--- src/rtl/sha256_pkg.sv ---
// Shared types for the SHA-256 stream hasher: controller states and the
// command/status bundles between controller and datapath. No dependencies.
`timescale 1ns / 1ps

package sha256_pkg;

    typedef enum logic [2:0] {
        ST_IDLE,
        ST_PAD_MARK,
        ST_PAD_ZERO,
        ST_PAD_LEN,
        ST_COMPRESS,
        ST_ADD,
        ST_FINISH
    } ctrl_state_t;

    typedef enum logic [1:0] {
        SEL_DATA,
        SEL_MARK,
        SEL_ZERO,
        SEL_LEN
    } byte_sel_t;

    typedef struct packed {
        logic      push;
        byte_sel_t byte_sel;
        logic      count_byte;
        logic      round_en;
        logic [5:0] round_idx;
        logic      add_en;
        logic      finish;
    } dp_cmd_t;

    typedef struct packed {
        logic fill_56;
        logic fill_63;
        logic fill_64;
        logic out_busy;
    } dp_status_t;

endpackage

--- src/rtl/sha256_ctrl.sv ---
// Controller FSM for the SHA-256 stream hasher: sequences byte intake,
// padding, the 64 compression rounds and digest hand-off. Uses sha256_pkg.
`timescale 1ns / 1ps

module sha256_ctrl
(
    input  logic                   clk,
    input  logic                   rst_n,
    input  logic                   s_tvalid,
    input  logic                   s_tuser,
    input  logic                   s_tlast,
    output logic                   s_tready,
    input  sha256_pkg::dp_status_t status,
    output sha256_pkg::dp_cmd_t    cmd
);

    sha256_pkg::ctrl_state_t state_reg, state_next;
    logic [5:0] round_reg, round_next;
    logic       end_reg, end_next;
    logic       pad_reg, pad_next;
    logic       final_reg, final_next;
    logic       accept;

    assign accept = s_tvalid && s_tready;

    always_ff @(posedge clk or negedge rst_n)
    begin
        if (!rst_n)
        begin
            state_reg <= sha256_pkg::ST_IDLE;
            round_reg <= '0;
            end_reg   <= 1'b0;
            pad_reg   <= 1'b0;
            final_reg <= 1'b0;
        end
        else
        begin
            state_reg <= state_next;
            round_reg <= round_next;
            end_reg   <= end_next;
            pad_reg   <= pad_next;
            final_reg <= final_next;
        end
    end

    // next state and flags
    always_comb
    begin
        state_next = state_reg;
        round_next = '0;
        end_next   = end_reg;
        pad_next   = pad_reg;
        final_next = final_reg;
        unique case (state_reg)
            sha256_pkg::ST_IDLE:
            begin
                if (accept)
                begin
                    end_next = s_tlast;
                    if (s_tuser && status.fill_63)
                        state_next = sha256_pkg::ST_COMPRESS;
                    else if (s_tlast)
                        state_next = sha256_pkg::ST_PAD_MARK;
                end
            end
            sha256_pkg::ST_PAD_MARK:
            begin
                pad_next   = 1'b1;
                state_next = sha256_pkg::ST_PAD_ZERO;
            end
            sha256_pkg::ST_PAD_ZERO:
            begin
                if (status.fill_56)
                    state_next = sha256_pkg::ST_PAD_LEN;
                else if (status.fill_64)
                    state_next = sha256_pkg::ST_COMPRESS;
            end
            sha256_pkg::ST_PAD_LEN:
            begin
                if (status.fill_63)
                begin
                    final_next = 1'b1;
                    state_next = sha256_pkg::ST_COMPRESS;
                end
            end
            sha256_pkg::ST_COMPRESS:
            begin
                round_next = round_reg + 6'd1;
                if (round_reg == 6'd63)
                    state_next = sha256_pkg::ST_ADD;
            end
            sha256_pkg::ST_ADD:
            begin
                if (final_reg)
                    state_next = sha256_pkg::ST_FINISH;
                else if (pad_reg)
                    state_next = sha256_pkg::ST_PAD_ZERO;
                else if (end_reg)
                    state_next = sha256_pkg::ST_PAD_MARK;
                else
                    state_next = sha256_pkg::ST_IDLE;
            end
            sha256_pkg::ST_FINISH:
            begin
                if (!status.out_busy)
                begin
                    end_next   = 1'b0;
                    pad_next   = 1'b0;
                    final_next = 1'b0;
                    state_next = sha256_pkg::ST_IDLE;
                end
            end
            default:
            begin
                state_next = sha256_pkg::ST_IDLE;
            end
        endcase
    end

    // outputs
    always_comb
    begin
        s_tready       = 1'b0;
        cmd            = '0;
        cmd.byte_sel   = sha256_pkg::SEL_DATA;
        cmd.round_idx  = round_reg;
        unique case (state_reg)
            sha256_pkg::ST_IDLE:
            begin
                s_tready       = 1'b1;
                cmd.push       = accept && s_tuser;
                cmd.count_byte = accept && s_tuser;
            end
            sha256_pkg::ST_PAD_MARK:
            begin
                cmd.push     = 1'b1;
                cmd.byte_sel = sha256_pkg::SEL_MARK;
            end
            sha256_pkg::ST_PAD_ZERO:
            begin
                cmd.push     = !status.fill_56 && !status.fill_64;
                cmd.byte_sel = sha256_pkg::SEL_ZERO;
            end
            sha256_pkg::ST_PAD_LEN:
            begin
                cmd.push     = 1'b1;
                cmd.byte_sel = sha256_pkg::SEL_LEN;
            end
            sha256_pkg::ST_COMPRESS:
            begin
                cmd.round_en = 1'b1;
            end
            sha256_pkg::ST_ADD:
            begin
                cmd.add_en = 1'b1;
            end
            sha256_pkg::ST_FINISH:
            begin
                cmd.finish = !status.out_busy;
            end
            default:
            begin
                s_tready = 1'b0;
            end
        endcase
    end

endmodule

--- src/rtl/sha256_datapath.sv ---
// Datapath for the SHA-256 stream hasher: byte shift buffer that doubles as
// the message schedule window, round registers, hash words, digest output.
// Uses sha256_pkg for the command and status bundles.
`timescale 1ns / 1ps

module sha256_datapath
(
    input  logic                   clk,
    input  logic                   rst_n,
    input  logic [7:0]             s_tdata,
    input  sha256_pkg::dp_cmd_t    cmd,
    output sha256_pkg::dp_status_t status,
    output logic [31:0]            m_tdata,
    output logic [2:0]             m_tuser,
    output logic                   m_tlast,
    output logic                   m_tvalid,
    input  logic                   m_tready
);

    localparam logic [7:0] PAD_MARK = 8'h80;
    localparam logic [6:0] FILL_LEN = 7'd56;
    localparam logic [6:0] FILL_TOP = 7'd63;
    localparam logic [6:0] FILL_FULL = 7'd64;

    localparam logic [31:0] ROUND_K [64] = '{
        32'h428a2f98, 32'h71374491, 32'hb5c0fbcf, 32'he9b5dba5,
        32'h3956c25b, 32'h59f111f1, 32'h923f82a4, 32'hab1c5ed5,
        32'hd807aa98, 32'h12835b01, 32'h243185be, 32'h550c7dc3,
        32'h72be5d74, 32'h80deb1fe, 32'h9bdc06a7, 32'hc19bf174,
        32'he49b69c1, 32'hefbe4786, 32'h0fc19dc6, 32'h240ca1cc,
        32'h2de92c6f, 32'h4a7484aa, 32'h5cb0a9dc, 32'h76f988da,
        32'h983e5152, 32'ha831c66d, 32'hb00327c8, 32'hbf597fc7,
        32'hc6e00bf3, 32'hd5a79147, 32'h06ca6351, 32'h14292967,
        32'h27b70a85, 32'h2e1b2138, 32'h4d2c6dfc, 32'h53380d13,
        32'h650a7354, 32'h766a0abb, 32'h81c2c92e, 32'h92722c85,
        32'ha2bfe8a1, 32'ha81a664b, 32'hc24b8b70, 32'hc76c51a3,
        32'hd192e819, 32'hd6990624, 32'hf40e3585, 32'h106aa070,
        32'h19a4c116, 32'h1e376c08, 32'h2748774c, 32'h34b0bcb5,
        32'h391c0cb3, 32'h4ed8aa4a, 32'h5b9cca4f, 32'h682e6ff3,
        32'h748f82ee, 32'h78a5636f, 32'h84c87814, 32'h8cc70208,
        32'h90befffa, 32'ha4506ceb, 32'hbef9a3f7, 32'hc67178f2
    };

    localparam logic [31:0] INIT_H [8] = '{
        32'h6a09e667, 32'hbb67ae85, 32'h3c6ef372, 32'ha54ff53a,
        32'h510e527f, 32'h9b05688c, 32'h1f83d9ab, 32'h5be0cd19
    };

    function automatic logic [31:0] rotr(input logic [31:0] x, input int n);
        return (x >> n) | (x << (32 - n));
    endfunction

    logic [511:0] buf_reg;
    logic [6:0]   fill_reg;
    logic [63:0]  bits_reg;
    logic [31:0]  h_reg [8];
    logic [31:0]  v_reg [8];
    logic [31:0]  out_reg [8];
    logic [2:0]   out_idx_reg;
    logic         out_valid_reg;

    logic [7:0]   push_byte;
    logic [31:0]  src [8];
    logic [31:0]  w0, w1, w9, w14, w_new, sg0, sg1;
    logic [31:0]  bs0, bs1, ch, mj, t1;
    logic         out_take;

    assign status.fill_56  = (fill_reg == FILL_LEN);
    assign status.fill_63  = (fill_reg == FILL_TOP);
    assign status.fill_64  = (fill_reg == FILL_FULL);
    assign status.out_busy = out_valid_reg;

    // length bytes go out most significant first, one per fill slot 56..63
    always_comb
    begin
        case (cmd.byte_sel)
            sha256_pkg::SEL_DATA: push_byte = s_tdata;
            sha256_pkg::SEL_MARK: push_byte = PAD_MARK;
            sha256_pkg::SEL_ZERO: push_byte = 8'h00;
            sha256_pkg::SEL_LEN:  push_byte = bits_reg[{~fill_reg[2:0], 3'b000} +: 8];
            default:              push_byte = 8'h00;
        endcase
    end

    // schedule window: oldest word at the top of the buffer
    assign w0    = buf_reg[511:480];
    assign w1    = buf_reg[479:448];
    assign w9    = buf_reg[223:192];
    assign w14   = buf_reg[63:32];
    assign sg0   = rotr(w1, 7) ^ rotr(w1, 18) ^ (w1 >> 3);
    assign sg1   = rotr(w14, 17) ^ rotr(w14, 19) ^ (w14 >> 10);
    assign w_new = w0 + sg0 + w9 + sg1;

    always_comb
    begin
        for (int i = 0; i < 8; i++)
            src[i] = (cmd.round_idx == 6'd0) ? h_reg[i] : v_reg[i];
    end

    assign bs1 = rotr(src[4], 6) ^ rotr(src[4], 11) ^ rotr(src[4], 25);
    assign ch  = (src[4] & src[5]) ^ (~src[4] & src[6]);
    assign t1  = src[7] + bs1 + ch + ROUND_K[cmd.round_idx] + w0;
    assign bs0 = rotr(src[0], 2) ^ rotr(src[0], 13) ^ rotr(src[0], 22);
    assign mj  = (src[0] & src[1]) ^ (src[0] & src[2]) ^ (src[1] & src[2]);

    assign out_take = out_valid_reg && m_tready;

    // payload: block buffer, working variables, digest words
    always_ff @(posedge clk)
    begin
        if (cmd.push)
            buf_reg <= {buf_reg[503:0], push_byte};
        else if (cmd.round_en)
            buf_reg <= {buf_reg[479:0], w_new};

        if (cmd.round_en)
        begin
            v_reg[7] <= src[6];
            v_reg[6] <= src[5];
            v_reg[5] <= src[4];
            v_reg[4] <= src[3] + t1;
            v_reg[3] <= src[2];
            v_reg[2] <= src[1];
            v_reg[1] <= src[0];
            v_reg[0] <= t1 + bs0 + mj;
        end

        if (cmd.finish)
            out_reg <= h_reg;
        else if (out_take)
        begin
            for (int i = 0; i < 7; i++)
                out_reg[i] <= out_reg[i + 1];
        end
    end

    always_ff @(posedge clk or negedge rst_n)
    begin
        if (!rst_n)
        begin
            fill_reg      <= '0;
            bits_reg      <= '0;
            h_reg         <= INIT_H;
            out_idx_reg   <= '0;
            out_valid_reg <= 1'b0;
        end
        else
        begin
            if (cmd.finish)
            begin
                fill_reg <= '0;
                bits_reg <= '0;
                h_reg    <= INIT_H;
            end
            else
            begin
                if (cmd.push)
                    fill_reg <= fill_reg + 7'd1;
                else if (cmd.add_en)
                    fill_reg <= '0;
                if (cmd.count_byte)
                    bits_reg <= bits_reg + 64'd8;
                if (cmd.add_en)
                begin
                    for (int i = 0; i < 8; i++)
                        h_reg[i] <= h_reg[i] + v_reg[i];
                end
            end

            if (cmd.finish)
            begin
                out_valid_reg <= 1'b1;
                out_idx_reg   <= '0;
            end
            else if (out_take)
            begin
                out_idx_reg <= out_idx_reg + 3'd1;
                if (out_idx_reg == 3'd7)
                    out_valid_reg <= 1'b0;
            end
        end
    end

    assign m_tdata  = out_reg[0];
    assign m_tuser  = out_idx_reg;
    assign m_tlast  = (out_idx_reg == 3'd7);
    assign m_tvalid = out_valid_reg;

endmodule

--- src/rtl/sha256_stream_hasher_core.sv ---
// SHA-256 stream hasher: byte-serial message intake, padding, 64-round
// compression and an eight-word digest output. Takes one data byte per
// clock while a block fills; a full block then holds the input while one
// shared round unit runs the 64 rounds and the hash words are updated.
// At end of message padding is written one byte per cycle into the block
// buffer, then the padded block is compressed and the digest handed off;
// a second padded block is needed when more than 55 bytes are already in
// the block. The digest is copied into an output register and drained H0
// first, one word per cycle while m_tready is high, as the next message
// is already being taken; a second digest waits only if the previous one
// has not been drained yet. Depends on sha256_pkg, sha256_ctrl,
// sha256_datapath.
`timescale 1ns / 1ps

module sha256_stream_hasher_core
(
    input  logic        clk,
    input  logic        rst_n,
    // input requests
    input  logic        s_tvalid,
    output logic        s_tready,
    input  logic [7:0]  s_tdata,   // [7:0] data_byte
    input  logic        s_tuser,   // [0] has_byte
    input  logic        s_tlast,   // end_of_message
    // digest words
    output logic        m_tvalid,
    input  logic        m_tready,
    output logic [31:0] m_tdata,   // [31:0] digest_word
    output logic [2:0]  m_tuser,   // [2:0] word_index
    output logic        m_tlast    // last_word
);

    sha256_pkg::dp_cmd_t    cmd;
    sha256_pkg::dp_status_t status;

    // sequencing: intake, padding, rounds, digest hand-off
    sha256_ctrl u_ctrl
    (
        .clk      (clk),
        .rst_n    (rst_n),
        .s_tvalid (s_tvalid),
        .s_tuser  (s_tuser),
        .s_tlast  (s_tlast),
        .s_tready (s_tready),
        .status   (status),
        .cmd      (cmd)
    );

    // block buffer, round unit, hash words and output register
    sha256_datapath u_dp
    (
        .clk      (clk),
        .rst_n    (rst_n),
        .s_tdata  (s_tdata),
        .cmd      (cmd),
        .status   (status),
        .m_tdata  (m_tdata),
        .m_tuser  (m_tuser),
        .m_tlast  (m_tlast),
        .m_tvalid (m_tvalid),
        .m_tready (m_tready)
    );

endmodule

--- config.mk ---
export PLATFORM = sky130hd
export DESIGN_NAME = sha256_stream_hasher_core
export DESIGN_NICKNAME = d
export VERILOG_FILES = /design/src/rtl/sha256_pkg.sv /design/src/rtl/sha256_ctrl.sv /design/src/rtl/sha256_datapath.sv /design/src/rtl/sha256_stream_hasher_core.sv
export SDC_FILE = /design/constraint.sdc
export NUM_CORES = 2
export LEC_CHECK = 0
export ABC_CLOCK_PERIOD_IN_PS = 19300
export BUFFER_PORTS_ARGS = -buffer_cell sky130_fd_sc_hd__buf_2
export CORE_UTILIZATION = 55
export DETAILED_ROUTE_END_ITERATION = 12
export GPL_TIMING_DRIVEN = 0
export PLACE_DENSITY = 0.77
export SYNTH_ARGS = -nofsm -noshare
export SYNTH_HDL_FRONTEND = slang
export SYNTH_SLANG_ARGS = --single-unit
--- constraint.sdc ---
create_clock -name clk -period 19.3 [get_ports clk]
set_input_delay 3.86 -clock clk [delete_from_list [all_inputs] [get_ports clk]]
set_output_delay 3.86 -clock clk [all_outputs]
set_load 0.02 [all_outputs]
==> metrics <==
period utilization 87.85%; CTS sink cnt 1,364; ANT nets after route 0; IO Port Bufs 51; first-pass GRT wire length 462,900 um; Post-CTS Resized 0; Max Cap Viol 6; H-tree levels 4; Worst-Skew Late Latency 0.85 ns; Mean Syn Cell Area 9.296 um2; vias in the first global route 68.19k; global route overflow 0; TritonCTS clock tree done; Max VDD drop 0.1152 mV; CTS max path bufs 3; ys async rst share 24.93%; synth cell count leaders 3,050 x nand2_1, 1,024 x edfxtp_1, 439 x a21oi_1, 432 x o21ai_0, 420 x xnor2_1; WP data required 19.84 ns; Clock Tree Root clkbuf_16; DR pass1 iterations 6; Die H 393.8 um; Clock Pin Slew Worst Setup and Hold Paths 0.06 ns; CP Launch Type flop; Slew Viols, Final 39; Post-Synthesis Cells 9,082; Overall Power 0.006432 W; Placed Cells 11.18k; Hold Fails Final Rpt 0; crit path kind reg -> reg; Fmax 0.05898 GHz; wire per inst 28.11 um; synthesis-to-finish area growth 10.19%; placer congestion estimate 1.048; # DRC 0; DR vias 71.22k; cts hold-fix bufs 0; starting density of the core 55.51%; Largest register FFs 512; Buf/Inv on CP 11; row count 143; Yosys top cell by area edfxtp_1; mapped cell area 84,430 um2; nets 9,904; min cycle time layout 16.95 ns; largest stage delay on the critical path 1.03 ns; critical-path maximum fanout 10; Top delay family on crit path buffers and inverters; die area 155,100 um2; Synth Flop Type edfxtp_1; Num CTS Buffers 152; outcome finished, violations left; slew margin rel. -6.011%; P_leak 40.70 nW; largest cells by area after synthesis edfxtp_1 36%, nand2_1 14%, dfrtp_1 6.0%; Ports 52; post-synth cell types 106; RSZ-0062 raised after global routing false; synth warn 0; Crit path top cell by count clkbuf_1; GR Util met3 10.04%; antenna violations before repair 12; GRT Total Usage 41.14%; 1st-iter DRT viols 9,335; Finished Layout Cells 11.47k; most numerous cell in the Yosys netlist nand2_1; Final HPWL DP 245,600 um; flops & latches, synth 1,364; met2 usage 61.79%; Cell Pwr Density 69.14 nW/um2; met1 Usage GRT 54.35%; share of layout cells above drive strength 1 6.209%; number of synthesized flops with an enable pin 1,024; most crowded layer after global routing met2; core area 152,100 um2; arrival time worst endpoint 17.49 ns; violated checks max-capacitance violations, max-slew violations; setup bufs post-CTS 0; actual slew at the worst max-slew pin 1.590 ns; final WL 322,500 um; die width 393.8 um; Min-Delay Path Class reg -> reg; crit path max-delay cell type clkbuf_1; Setup-failing EPs final 0; Clock Skews 0.08392 ns; Critical Path End Type flop; Yosys top cell area share 36.42%; sequential share of the synthesized area 46.70%; mean number of vias per cell 6.207; pin count of the biggest net entering global routing 99; syn nets 9,679
[report_power, final]
| part | internal, W | switching, W |
|---|---|---|
| registers | 0.00319 | 0.0000103 |
| logic | 0.0000470 | 0.000123 |
| clock network | 0.00173 | 0.00133 |
[final cells by class]
type	count	area, um2
inverters	382	1441
multi-input cells	6870	41700
plain buffers	466	1917
fillers	12830	59050
flip-flops and latches	1364	39430
clock inverters	83	1196
diodes	6	15.01
clock buffers	202	4061
well taps	2030	2540
repair buffers	71	740.7
[worst reg2reg max path: cells and delay by family, from the launching register on]
kind | cells | cell delay (ns)
adder cells (fa/ha/maj) | 7 | 2.91
flip-flops | 1 | 0.52
AO/OA/AOI/OAI | 16 | 4.53
AND/OR/NAND/NOR | 2 | 0.64
buffers and inverters | 11 | 7.08
XOR/XNOR | 2 | 1.02
[final timing paths]
| kind | from | slack (ns) | depth (start not counted) | endpoint |
|---|---|---|---|---|
| max | u_ctrl.round_reg[0] | 2.35 | 38 | u_dp.v_reg[1][31] |
| min | u_ctrl.end_reg | 0.49 | 1 | u_ctrl.end_reg |
| max reg2reg | u_ctrl.round_reg[0] | 2.35 | 38 | u_dp.v_reg[1][31] |
| min reg2reg | u_ctrl.end_reg | 0.49 | 1 | u_ctrl.end_reg |
| max in group asynchronous | rst_n | 14.68 | 3 | u_dp.h_reg[219] |
| min in group asynchronous | rst_n | 3.02 | 1 | u_ctrl.round_reg[1] |
[layer usage]
metal	wire length (um)	share of wire (%)	vias up
met3	37250	12	929
met2	140200	43	4381
met4	21730	6.7	12
met1	123200	38	34500
li1	-	-	31400
met5	81	0.025	-
[logic make-up (layout without fill, tap and decap cells)]
kind of cell             after synthesis  after routing  share of synthesized area (%)
AO/OA/AOI/OAI                       1564           1564                          11.65
XOR/XNOR                             611            611                          6.387
adder cells (fa/ha/maj)              596            596                          10.46
buffers and inverters                848           1204                          3.945
flip-flops                          1364           1364                          46.70
multiplexers                         123            123                          1.750
other                                  0              6                              0
AND/OR/NAND/NOR                     3976           3976                          19.11
[stage by stage]
| step | setup WS [ns] | TNS [ns] | instance area, um2 | hold WS [ns] | util, % |
|---|---|---|---|---|---|
| final | 2.345 | 0 | 93030 | 0.4934 | 61.17 |
| after global routing | 2.470 | 0 | 93020 | 0.5063 | 61.16 |
| after CTS | 3.302 | 0 | 93000 | 0.4894 | 61.15 |
| after detailed placement | 3.405 | 0 | 87740 | 0.4782 | 57.69 |
| after global placement | -3.511 | -1759.54 | 87220 | 0.4815 | 57.35 |
| after floorplan | 2.334 | 0 | 84430 | 0.4579 | - |
[cell usage in the layout (no fill, tap or decap), types with 59 or more instances in the layout]
| cell | instances |
|---|---|
| edfxtp_1 | 1024 |
| clkbuf_1 | 405 |
| nand2_1 | 3048 |
| o211ai_1 | 102 |
| o21ai_0 | 432 |
| o21bai_1 | 73 |
| fa_1 | 186 |
| mux2i_1 | 94 |
| nand2b_1 | 59 |
| dfstp_2 | 136 |
| clkbuf_16 | 152 |
| xnor2_1 | 420 |
| xor2_1 | 188 |
| inv_1 | 379 |
| a21o_1 | 146 |
| dfrtp_1 | 204 |
| nor2_1 | 387 |
| a21oi_1 | 439 |
| nand3_1 | 131 |
| ha_1 | 397 |
| nor3_1 | 79 |
No activity file was read; power rests on OpenSTA's default activity.
